--- config.mk ---
export PLATFORM = sky130hd
export DESIGN_NAME = first_fit_heap_allocator_core
export DESIGN_NICKNAME = d
export VERILOG_FILES = /design/src/hw/rtl/ffha_pkg.sv /design/src/hw/rtl/ffha_table.sv /design/src/hw/rtl/first_fit_heap_allocator_core.sv
export SDC_FILE = /design/constraint.sdc
export NUM_CORES = 2
export LEC_CHECK = 0
export ABC_AREA = 1
export BUFFER_PORTS_ARGS = -buffer_cell sky130_fd_sc_hd__buf_2
export CORE_MARGIN = 2
export CORE_UTILIZATION = 40
export DETAILED_ROUTE_END_ITERATION = 16
export HOLD_SLACK_MARGIN = 0.08
export PLACE_DENSITY_LB_ADDON = 0.3
export SETUP_SLACK_MARGIN = 0.5
export SLEW_MARGIN = 20
export SYNTH_ARGS = -nofsm -noshare
export SYNTH_HDL_FRONTEND = slang
export SYNTH_SLANG_ARGS = --single-unit
--- constraint.sdc ---
create_clock -name aclk -period 6.8 [get_ports aclk]
set_input_delay 0.68 -clock aclk [delete_from_list [all_inputs] [get_ports aclk]]
set_output_delay 0.68 -clock aclk [all_outputs]
set_load 0.01 [all_outputs]
--- src/hw/rtl/ffha_pkg.sv ---
package ffha_pkg;

    localparam int DATA_W = 32;
    localparam int STATUS_W = 2;

    typedef enum logic [1:0] {
        ST_DONE    = 2'd0,
        ST_NOSPACE = 2'd1,
        ST_NULL    = 2'd2,
        ST_BADPTR  = 2'd3
    } status_t;

    typedef enum logic [3:0] {
        S_IDLE,
        S_ALLOC_RD,
        S_ALLOC_CHK,
        S_APPEND,
        S_FREE_RD,
        S_FREE_CHK,
        S_MERGE_RD,
        S_MERGE_CHK,
        S_SHIFT_RD,
        S_SHIFT_WR,
        S_OUT
    } state_t;

    // Register indexes on the configuration port.
    localparam logic REG_HEAP_BASE  = 1'b0;
    localparam logic REG_HEAP_LIMIT = 1'b1;

endpackage

--- src/hw/rtl/ffha_table.sv ---
// Block table memory: payload size and used flag for each block, one write port
// and one registered read port.
module ffha_table #(
    parameter int MAX_BLOCKS = 64,
    parameter int IDX_W      = 6
) (
    input  logic                  aclk,
    input  logic                  wr_en,
    input  logic [IDX_W-1:0]      wr_idx,
    input  logic [31:0]           wr_size,
    input  logic                  wr_used,
    input  logic [IDX_W-1:0]      rd_idx,
    output logic [31:0]           rd_size,
    output logic                  rd_used
);
    logic [32:0] mem [MAX_BLOCKS];
    logic [32:0] rd_data_reg;

    // Write and registered read share one clocked block.
    always_ff @(posedge aclk) begin
        if (wr_en) begin
            mem[wr_idx] <= {wr_used, wr_size};
        end
        rd_data_reg <= mem[rd_idx];
    end

    assign rd_size = rd_data_reg[31:0];
    assign rd_used = rd_data_reg[32];
endmodule

--- src/hw/rtl/first_fit_heap_allocator_core.sv ---
// An allocate walks the table entries in order from block 0 and appends at the break if
// none fits; a free walks to its block, then runs a merge pass that moves entries down.
// One request at a time: s_tready stays low until the response is taken. A free merges
// every adjacent pair of free blocks in the table, and all walks go through the one
// table port. Reset: synchronous active-low aresetn clears the state, the heap base and
// limit registers, the block count and break state; the table memory is not cleared
// since only live entries are read.
module first_fit_heap_allocator_core #(
    parameter int MAX_BLOCKS   = 64,
    parameter int HEADER_BYTES = 24
) (
    input  logic        aclk,
    input  logic        aresetn,
    input  logic        s_tvalid,
    output logic        s_tready,
    input  logic [63:0] s_tdata,   // request_size[31:0], block_address[63:32]
    input  logic        s_tuser,   // kind: 0 allocate, 1 free
    output logic        m_tvalid,
    input  logic        m_tready,
    output logic [39:0] m_tdata,   // payload_address[31:0], status[33:32], zero pad
    input  logic        psel,
    input  logic        penable,
    input  logic        pwrite,
    input  logic [2:0]  paddr,
    input  logic [31:0] pwdata,
    output logic [31:0] prdata,
    output logic        pready
);
    import ffha_pkg::*;

    localparam int IDX_W = (MAX_BLOCKS > 1) ? $clog2(MAX_BLOCKS) : 1;
    localparam int CNT_W = $clog2(MAX_BLOCKS + 1);
    localparam logic [CNT_W-1:0] MAX_CNT = CNT_W'(MAX_BLOCKS);
    localparam logic [33:0] HDR = 34'(HEADER_BYTES);

    state_t state_reg, state_next;

    logic [31:0] heap_base_reg, heap_limit_reg;
    logic [31:0] heap_start_reg, brk_reg;
    logic        brk_started_reg;
    logic [CNT_W-1:0] count_reg;
    logic [32:0] rounded_reg;
    logic [31:0] ptr_reg;
    logic [CNT_W-1:0] k_reg, j_reg;
    logic [31:0] addr_reg, acc_reg;
    logic        acc_free_reg;
    logic [31:0] out_addr_reg;
    status_t     out_status_reg;

    logic        wr_en;
    logic [IDX_W-1:0] wr_idx, rd_idx;
    logic [31:0] wr_size, rd_size;
    logic        wr_used, rd_used;

    ffha_table #(.MAX_BLOCKS(MAX_BLOCKS), .IDX_W(IDX_W)) u_table (
        .aclk(aclk), .wr_en(wr_en), .wr_idx(wr_idx), .wr_size(wr_size),
        .wr_used(wr_used), .rd_idx(rd_idx), .rd_size(rd_size), .rd_used(rd_used)
    );

    // Shared adder: next block address from the current one.
    logic [31:0] addr_step;
    assign addr_step = addr_reg + 32'(HEADER_BYTES) + rd_size;

    // Append arithmetic on the latched rounded size.
    logic [31:0] brk_now;
    logic [33:0] total, next_brk;
    assign brk_now  = brk_started_reg ? brk_reg : heap_base_reg;
    assign total    = (HDR + {1'b0, rounded_reg} + 34'd15) & ~34'd15;
    assign next_brk = {2'b0, brk_now} + total;

    logic s_fire, m_fire, cfg_wr;
    assign s_fire = s_tvalid && s_tready;
    assign m_fire = m_tvalid && m_tready;
    assign cfg_wr = psel && penable && pwrite && pready;
    assign s_tready = (state_reg == S_IDLE);
    assign m_tvalid = (state_reg == S_OUT);
    assign m_tdata  = {6'd0, out_status_reg, out_addr_reg};
    assign pready   = 1'b1;
    assign prdata   = (paddr[2] == REG_HEAP_LIMIT) ? heap_limit_reg : heap_base_reg;

    // The shift after a merge starts if block k+2 lies below the old count, and runs while j+1 is below the count.
    logic k_live, k1_live, k2_live, j1_live;
    assign k_live  = (k_reg < count_reg);
    assign k1_live = ((k_reg + 1'b1) < count_reg);
    assign k2_live = ((k_reg + 2'd2) < count_reg);
    assign j1_live = ((j_reg + 1'b1) < count_reg);

    // Next-state logic.
    always_comb begin
        state_next = state_reg;
        unique case (state_reg)
            S_IDLE: begin
                if (s_fire) begin
                    if (s_tuser) begin
                        state_next = (s_tdata[63:32] == 32'd0) ? S_OUT : S_FREE_RD;
                    end else if (s_tdata[31:0] == 32'd0) begin
                        state_next = S_OUT;
                    end else if (s_tdata[31:4] == 28'hFFFFFFF && s_tdata[3:0] != 4'd0) begin
                        state_next = S_OUT;
                    end else begin
                        state_next = S_ALLOC_RD;
                    end
                end
            end
            S_ALLOC_RD:  state_next = k_live ? S_ALLOC_CHK : S_APPEND;
            S_ALLOC_CHK: state_next = (!rd_used && {1'b0, rd_size} >= rounded_reg) ?
                                      S_OUT : S_ALLOC_RD;
            S_APPEND:    state_next = S_OUT;
            S_FREE_RD:   state_next = k_live ? S_FREE_CHK : S_OUT;
            S_FREE_CHK:  state_next = (addr_reg + 32'(HEADER_BYTES) == ptr_reg) ?
                                      S_MERGE_RD : S_FREE_RD;
            S_MERGE_RD:  state_next = k1_live ? S_MERGE_CHK : S_OUT;
            S_MERGE_CHK: state_next = (acc_free_reg && !rd_used) ?
                                      (k2_live ? S_SHIFT_RD : S_MERGE_RD) : S_MERGE_RD;
            S_SHIFT_RD:  state_next = S_SHIFT_WR;
            S_SHIFT_WR:  state_next = j1_live ? S_SHIFT_RD : S_MERGE_RD;
            S_OUT:       state_next = m_fire ? S_IDLE : S_OUT;
            default:     state_next = S_IDLE;
        endcase
    end

    // Table port control.
    always_comb begin
        wr_en   = 1'b0;
        wr_idx  = k_reg[IDX_W-1:0];
        wr_size = acc_reg;
        wr_used = 1'b0;
        rd_idx  = k_reg[IDX_W-1:0];
        unique case (state_reg)
            S_ALLOC_CHK: begin
                if (!rd_used && {1'b0, rd_size} >= rounded_reg) begin
                    wr_en = 1'b1; wr_size = rd_size; wr_used = 1'b1;
                end
            end
            S_APPEND: begin
                wr_idx  = count_reg[IDX_W-1:0];
                wr_size = 32'(total - HDR);
                wr_used = 1'b1;
                wr_en   = (count_reg < MAX_CNT) && (next_brk <= {2'b0, heap_limit_reg});
            end
            S_FREE_CHK: begin
                if (addr_reg + 32'(HEADER_BYTES) == ptr_reg) begin
                    wr_en = 1'b1; wr_size = rd_size; wr_used = 1'b0;
                end
            end
            S_MERGE_RD:  rd_idx = IDX_W'(k_reg + 1'b1);
            S_MERGE_CHK: begin
                wr_size = acc_reg + 32'(HEADER_BYTES) + rd_size;
                wr_used = 1'b0;
                wr_en   = acc_free_reg && !rd_used;
            end
            S_SHIFT_RD:  rd_idx = IDX_W'(j_reg + 1'b1);
            S_SHIFT_WR: begin
                wr_en = 1'b1; wr_idx = j_reg[IDX_W-1:0];
                wr_size = rd_size; wr_used = rd_used;
            end
            default: ;
        endcase
    end

    // Datapath registers.
    always_ff @(posedge aclk) begin
        if (!aresetn) begin
            state_reg <= S_IDLE;
            heap_base_reg <= '0; heap_limit_reg <= '0;
            brk_started_reg <= 1'b0; count_reg <= '0;
            brk_reg <= '0; heap_start_reg <= '0;
        end else begin
            state_reg <= state_next;
            if (cfg_wr) begin
                if (paddr[2] == REG_HEAP_BASE) heap_base_reg <= pwdata;
                else heap_limit_reg <= pwdata;
            end
            unique case (state_reg)
                S_IDLE: if (s_fire) begin
                    ptr_reg  <= s_tdata[63:32];
                    rounded_reg <= ({1'b0, s_tdata[31:0]} + 33'd15) & ~33'd15;
                    k_reg <= '0;
                    addr_reg <= heap_start_reg;
                    out_addr_reg <= '0;
                    out_status_reg <= (s_tuser ? (s_tdata[63:32] == 32'd0)
                                               : (s_tdata[31:0] == 32'd0)) ? ST_NULL
                                    : (s_tuser ? ST_BADPTR : ST_NOSPACE);
                end
                S_ALLOC_CHK: begin
                    if (!rd_used && {1'b0, rd_size} >= rounded_reg) begin
                        out_addr_reg <= addr_reg + 32'(HEADER_BYTES);
                        out_status_reg <= ST_DONE;
                    end else begin
                        addr_reg <= addr_step;
                        k_reg <= k_reg + 1'b1;
                    end
                end
                S_APPEND: begin
                    if (!brk_started_reg) begin
                        brk_started_reg <= 1'b1;
                        heap_start_reg <= heap_base_reg;
                    end
                    brk_reg <= brk_now;
                    if (wr_en) begin
                        brk_reg <= next_brk[31:0];
                        count_reg <= count_reg + 1'b1;
                        out_addr_reg <= brk_now + 32'(HEADER_BYTES);
                        out_status_reg <= ST_DONE;
                    end
                end
                S_FREE_CHK: begin
                    if (addr_reg + 32'(HEADER_BYTES) == ptr_reg) begin
                        out_status_reg <= ST_DONE;
                        acc_reg <= '0;
                        acc_free_reg <= 1'b0;
                        // Prime merge walk: block 0 read next as the "k+1" of a dummy.
                        k_reg <= '1;
                    end else begin
                        addr_reg <= addr_step;
                        k_reg <= k_reg + 1'b1;
                    end
                end
                S_MERGE_CHK: begin
                    if (acc_free_reg && !rd_used) begin
                        acc_reg <= wr_size;
                        count_reg <= count_reg - 1'b1;
                        j_reg <= k_reg + 1'b1;
                    end else begin
                        k_reg <= k_reg + 1'b1;
                        acc_reg <= rd_size;
                        acc_free_reg <= !rd_used;
                    end
                end
                S_SHIFT_WR: j_reg <= j_reg + 1'b1;
                default: ;
            endcase
        end
    end

`ifndef SYNTHESIS
    // The block count never exceeds the table depth.
    a_count: assert property (@(posedge aclk) disable iff (!aresetn)
        count_reg <= MAX_CNT) else $error("block count overflow");
    // A failed or ignored request always carries a zero address.
    a_grant: assert property (@(posedge aclk) disable iff (!aresetn)
        (m_tvalid && m_tdata[33:32] != ST_DONE) |-> (m_tdata[31:0] == 32'd0))
        else $error("failed request carries an address");
    // The count only grows in the append state.
    a_grow: assert property (@(posedge aclk) disable iff (!aresetn)
        (count_reg > $past(count_reg)) |-> ($past(state_reg) == S_APPEND))
        else $error("unexpected block count growth");
`endif
endmodule
==> results <==
- The depth of the CTS H-tree is 5.
- The internal power of the cells totals 34400 uW.
- In this run, synthesis inferred 2286 flip-flops with an integrated enable.
- The post-synthesis compound-gate area fraction is 0.141.
- The area growth from synthesis to layout is 15.7%.
- From left edge to right edge, the die measures around 530 um.
- The worst setup path is of the reg -> reg kind.
- Yosys printed 0 warnings.
- The kind of launch point of the worst setup path is a register.
- The reg2reg setup slack is slightly below 700 ps.
- The critical path data arrival time is between 6000 and 7000 ps.
- For this configuration, the core starts out at a cell density of 0.402.
- The CTS tree is done.
- The cell class contributing the biggest share of worst-path delay is simple AND/OR/NAND/NOR gates.
- The layout has ~24000 filler cells.
- In this run, CTS created clock tree buffers numbering 271.
- The register with the most flip-flops in the layout has roughly 2100 of them.
- The share of synthesized area in the top cell type comes to 0.624.
- IR analysis of the VDD net gives a maximum drop of about 0.54 mV.
- The adder and majority gate portion of the synthesized area is 0.0240.
- The class of the tightest hold or removal check is in -> reg.
- The number of antenna violations at the first check in global routing came to 18.
- By area, the combinational part of the netlist is dominated by compound AO/OA/AOI/OAI gates.
- The register area share after synthesis is 0.655.
- The number of buffers and inverters on the critical path is 6.
- The detailed placer's ending HPWL is approximately 230000 um.
- ~180 I/O pins were placed.
- The clock passes through at most 4 buffers.
- The worst-skew pair later-pin latency is between 800 and 900 ps.
- The category of the worst setup path capture point is a register.
- The synthesized design contains between 2000 and 2500 register bits.
- Counting every instance in the synthesized netlist gives just under 10000.
- Across the whole layout, storage elements account for approximately 72000 um^2.
- The floorplan has between 150 and 200 rows.
- Among all flip-flop cells after synthesis, the most frequent one is sky130_fd_sc_hd__edfxtp_1.
- The peak clock frequency supported by timing is 163 MHz.
- The switching share of power is 0.432.
- The congestion estimate from routability-driven global placement came to ~0.95.
- The number of cells after detailed placement is between 10000 and 15000.
- The power density over the cells is 476 nW/um^2.
- The number of slew-limit violations in the final report is 0.
- The multi-input combinational cells in the finished layout cover a total of about 34000 um^2.
- Setup repair after global routing left no endpoint under its margin.
- Clock tree synthesis found a total of approximately 2500 sinks.
- The flow ran to the end, and the final reports show no timing, DRC or antenna violations.
- Among all stages on the critical path, the largest delay is contributed by sky130_fd_sc_hd__edfxtp_1.
- The portion of total power attributed to combinational logic is 0.431.
- The measured slew at the worst slew-check pin is between 1000 and 1500 ps.
- Yosys mapped the design onto 65 distinct sky130hd cell types.
- The mux contribution to synthesized area is 0.000182.
- The number of global-route vias before repair is ~76000.
- The final critical path time including I/O delays and setup is just over 6000 ps.
- The routed layout has 80717 vias.
- Clock-pin slew was measured on the worst setup and hold paths at 70 ps.
- For the final routed database, the setup TNS stands at 0 ps.
- The root buffer cell chosen for the clock tree is sky130_fd_sc_hd__clkbuf_16.
- Summing every instance area after synthesis gives around 110000 um^2.
- The number of vias per cell after detailed routing is 5.86.
- The number of standard cells in the final layout excluding fillers is 13784.
- For this run the aggregate overflow at the end of global routing stands at 0.
- The final hold violation count is 0.
- Entering global routing, the biggest net connects about 160 pins.
- The mean routed wirelength per cell is ~26 um.
- By area the synthesized netlist is led by sky130_fd_sc_hd__edfxtp_1, sky130_fd_sc_hd__nor2_1, sky130_fd_sc_hd__o21ai_0.
- The final antenna-violating net count is 0.
- The number of DRC markers after the initial detailed-route iteration is 10317.
- The register share of total power is 0.329.
- The final total power is between 60000 and 70000 uW.
- Of all flip-flops after synthesis, the portion carrying an async set or reset was 0.
- At the end of the flow, the number of nets in the layout was a little over 10000.
- The setup violation total in the final timing report is 0.
- The core footprint is roughly 270000 um^2.
- The clock power share is 0.240.
- The power spent charging and discharging nets is between 20000 and 30000 uW.
- Port buffering added roughly 170 buffers.
- A synthesized cell averages roughly 11 um^2.
- The required time at the endpoint of the critical path is around 7300 ps.
- The largest single stage delay on the critical path is 480 ps.
- Of all nets on the critical path, the largest fanout is 21.
- The DRC violations left is 0.
- The count of max-cap constraint violations is 0.
- The fraction of synthesized cell area in xor and xnor cells is 0.0105.
- The die area is 279000 um^2.
- The top cell type by total area after synthesis is sky130_fd_sc_hd__edfxtp_1.
- The static leakage power is 0.0437 uW.
- The global-route wire length before repair is 516000 um.
- Of the total synthesized cell area, the portion taken by AND, OR, NAND and NOR gates is 0.130.
- For this block, the routed nets add up to 361000 um of wire.
- Of the cells placed in the final design, the portion with a size suffix greater than 1 is 0.111.
- The tightest slew margin relative to the limit is 0.227.
- The first detailed-routing pass took 6 iterations.
- The largest clock skew in the final design is between 80 and 90 ps.
- In the global route stage, overall resource usage came out at 0.249.
- The most frequent cell on the critical path is sky130_fd_sc_hd__nand2_1.
- The chip height is between 500 and 600 um.
- The final critical-path share of the clock period is 0.901.
[stage by stage]
step	hold slack, ps	utilization	area [um^2]	setup slack [ps]
5_1_grt	116	0.465	127000	482
3_5_place_dp	438	0.430	118000	668
2_1_floorplan	425	-	110000	564
4_1_cts	83.9	0.463	127000	665
3_3_place_gp	434	0.430	118000	648
6_report	115	0.465	127000	675
[synth_stat cells (15+ instances only)]
library cell               instances
sky130_fd_sc_hd__edfxtp_1       2286
sky130_fd_sc_hd__nor2_1         1765
sky130_fd_sc_hd__nand2_1         930
sky130_fd_sc_hd__o21ai_0         856
sky130_fd_sc_hd__inv_1           525
sky130_fd_sc_hd__clkbuf_1        483
sky130_fd_sc_hd__nand3_1         425
sky130_fd_sc_hd__a21oi_1         336
sky130_fd_sc_hd__o21bai_1        278
sky130_fd_sc_hd__o211ai_1        274
sky130_fd_sc_hd__o32ai_1         271
sky130_fd_sc_hd__o311ai_0        235
sky130_fd_sc_hd__ha_1            205
sky130_fd_sc_hd__dfxtp_1         173
sky130_fd_sc_hd__nand4_1         113
sky130_fd_sc_hd__xor2_1           92
sky130_fd_sc_hd__nor3_1           48
sky130_fd_sc_hd__buf_1            45
sky130_fd_sc_hd__xnor2_1          40
sky130_fd_sc_hd__or2_2            37
sky130_fd_sc_hd__buf_2            33
sky130_fd_sc_hd__nor4_1           32
sky130_fd_sc_hd__o311ai_1         30
sky130_fd_sc_hd__o22ai_1          22
sky130_fd_sc_hd__nor2_2           21
sky130_fd_sc_hd__buf_4            17
sky130_fd_sc_hd__inv_2            15
sky130_fd_sc_hd__o21ai_1          15
[worst reg2reg max path: cells and delay by family (launching register included)]
| family | cells | cell delay (ps) |
|---|---|---|
| adders and majority gates | 2 | 720 |
| DFF | 1 | 480 |
| AOI/OAI and AO/OA | 1 | 210 |
| and+or+nand+nor | 22 | 3360 |
| buffers and inverters | 6 | 1010 |
[layout by cell type (no fill, tap or decap), types with 52 or more instances in the layout]
master | Yosys | layout
sky130_fd_sc_hd__clkbuf_16 | 0 | 282
sky130_fd_sc_hd__o211ai_1 | 274 | 274
sky130_fd_sc_hd__o311ai_0 | 235 | 235
sky130_fd_sc_hd__nand4_1 | 113 | 113
sky130_fd_sc_hd__buf_12 | 0 | 133
sky130_fd_sc_hd__buf_2 | 33 | 172
sky130_fd_sc_hd__edfxtp_1 | 2286 | 2286
sky130_fd_sc_hd__dfxtp_1 | 173 | 172
sky130_fd_sc_hd__ha_1 | 205 | 205
sky130_fd_sc_hd__clkbuf_1 | 483 | 52
sky130_fd_sc_hd__xor2_1 | 92 | 86
sky130_fd_sc_hd__o32ai_1 | 271 | 271
sky130_fd_sc_hd__o21bai_1 | 278 | 278
sky130_fd_sc_hd__nand3_1 | 425 | 423
sky130_fd_sc_hd__nor2_1 | 1765 | 1693
sky130_fd_sc_hd__nand2_1 | 930 | 929
sky130_fd_sc_hd__o21ai_0 | 856 | 854
sky130_fd_sc_hd__nor2_4 | 6 | 74
sky130_fd_sc_hd__a21oi_1 | 336 | 333
sky130_fd_sc_hd__inv_1 | 525 | 492
sky130_fd_sc_hd__buf_4 | 17 | 197
[repair_timing]
action                                  4_1_cts  5_1_grt
buffers inserted                              0       19
endpoints found under the setup margin        0     2162
endpoints found under the hold margin        43        0
hold buffers                                 42        0
gates resized for setup                       0       25
[logic make-up (layout without fill, tap and decap cells)]
group,count (synthesis),in the layout
AO/OA/AOI/OAI,2385,2385
XOR/XNOR,132,132
adder cells (fa/ha/maj),209,209
buffers and inverters,1125,1574
flip-flops,2459,2459
multiplexers,2,2
other,2,11
AND/OR/NAND/NOR,3423,3423
[area by class of cell]
class                      instances  share of cell area
clock inverter                   138              0.0113
timing repair buffer             554              0.0441
multi-input combinational       6158               0.270
sequential                      2459               0.566
tap                             3589              0.0353
inverter                         546              0.0163
antenna                            4           0.0000786
clock buffer                     336              0.0566
[final timing paths]
path / from / to / cells after the start
max: rounded_reg[7] / u_table.mem[19][2] / 31
min: pwdata[22] / heap_base_reg[22] / 3
max reg2reg: rounded_reg[7] / u_table.mem[19][2] / 31
min reg2reg: brk_reg[2] / brk_reg[2] / 2
[per-layer routing]
| metal | GRT usage | vias to the layer above | wire length (um) |
|---|---|---|---|
| li1 | - | 36168 | - |
| met1 | 0.346 | 40007 | 150000 |
| met2 | 0.390 | 3868 | 163000 |
| met3 | 0.0354 | 674 | 30400 |
| met4 | 0.105 | 0 | 16900 |
| met5 | 0 | - | 0 |
[power by group through the flow]
stage	Sequential, uW	Clock [uW]	Combinational (uW)
after floorplan	19900	0	14900
after global placement	20200	0	25100
after detailed placement	20200	0	25600
after CTS	19900	14700	25700
after global routing	19900	15300	27900
final	19900	14500	26100
Note: power is estimated with default switching activity, not from simulation.
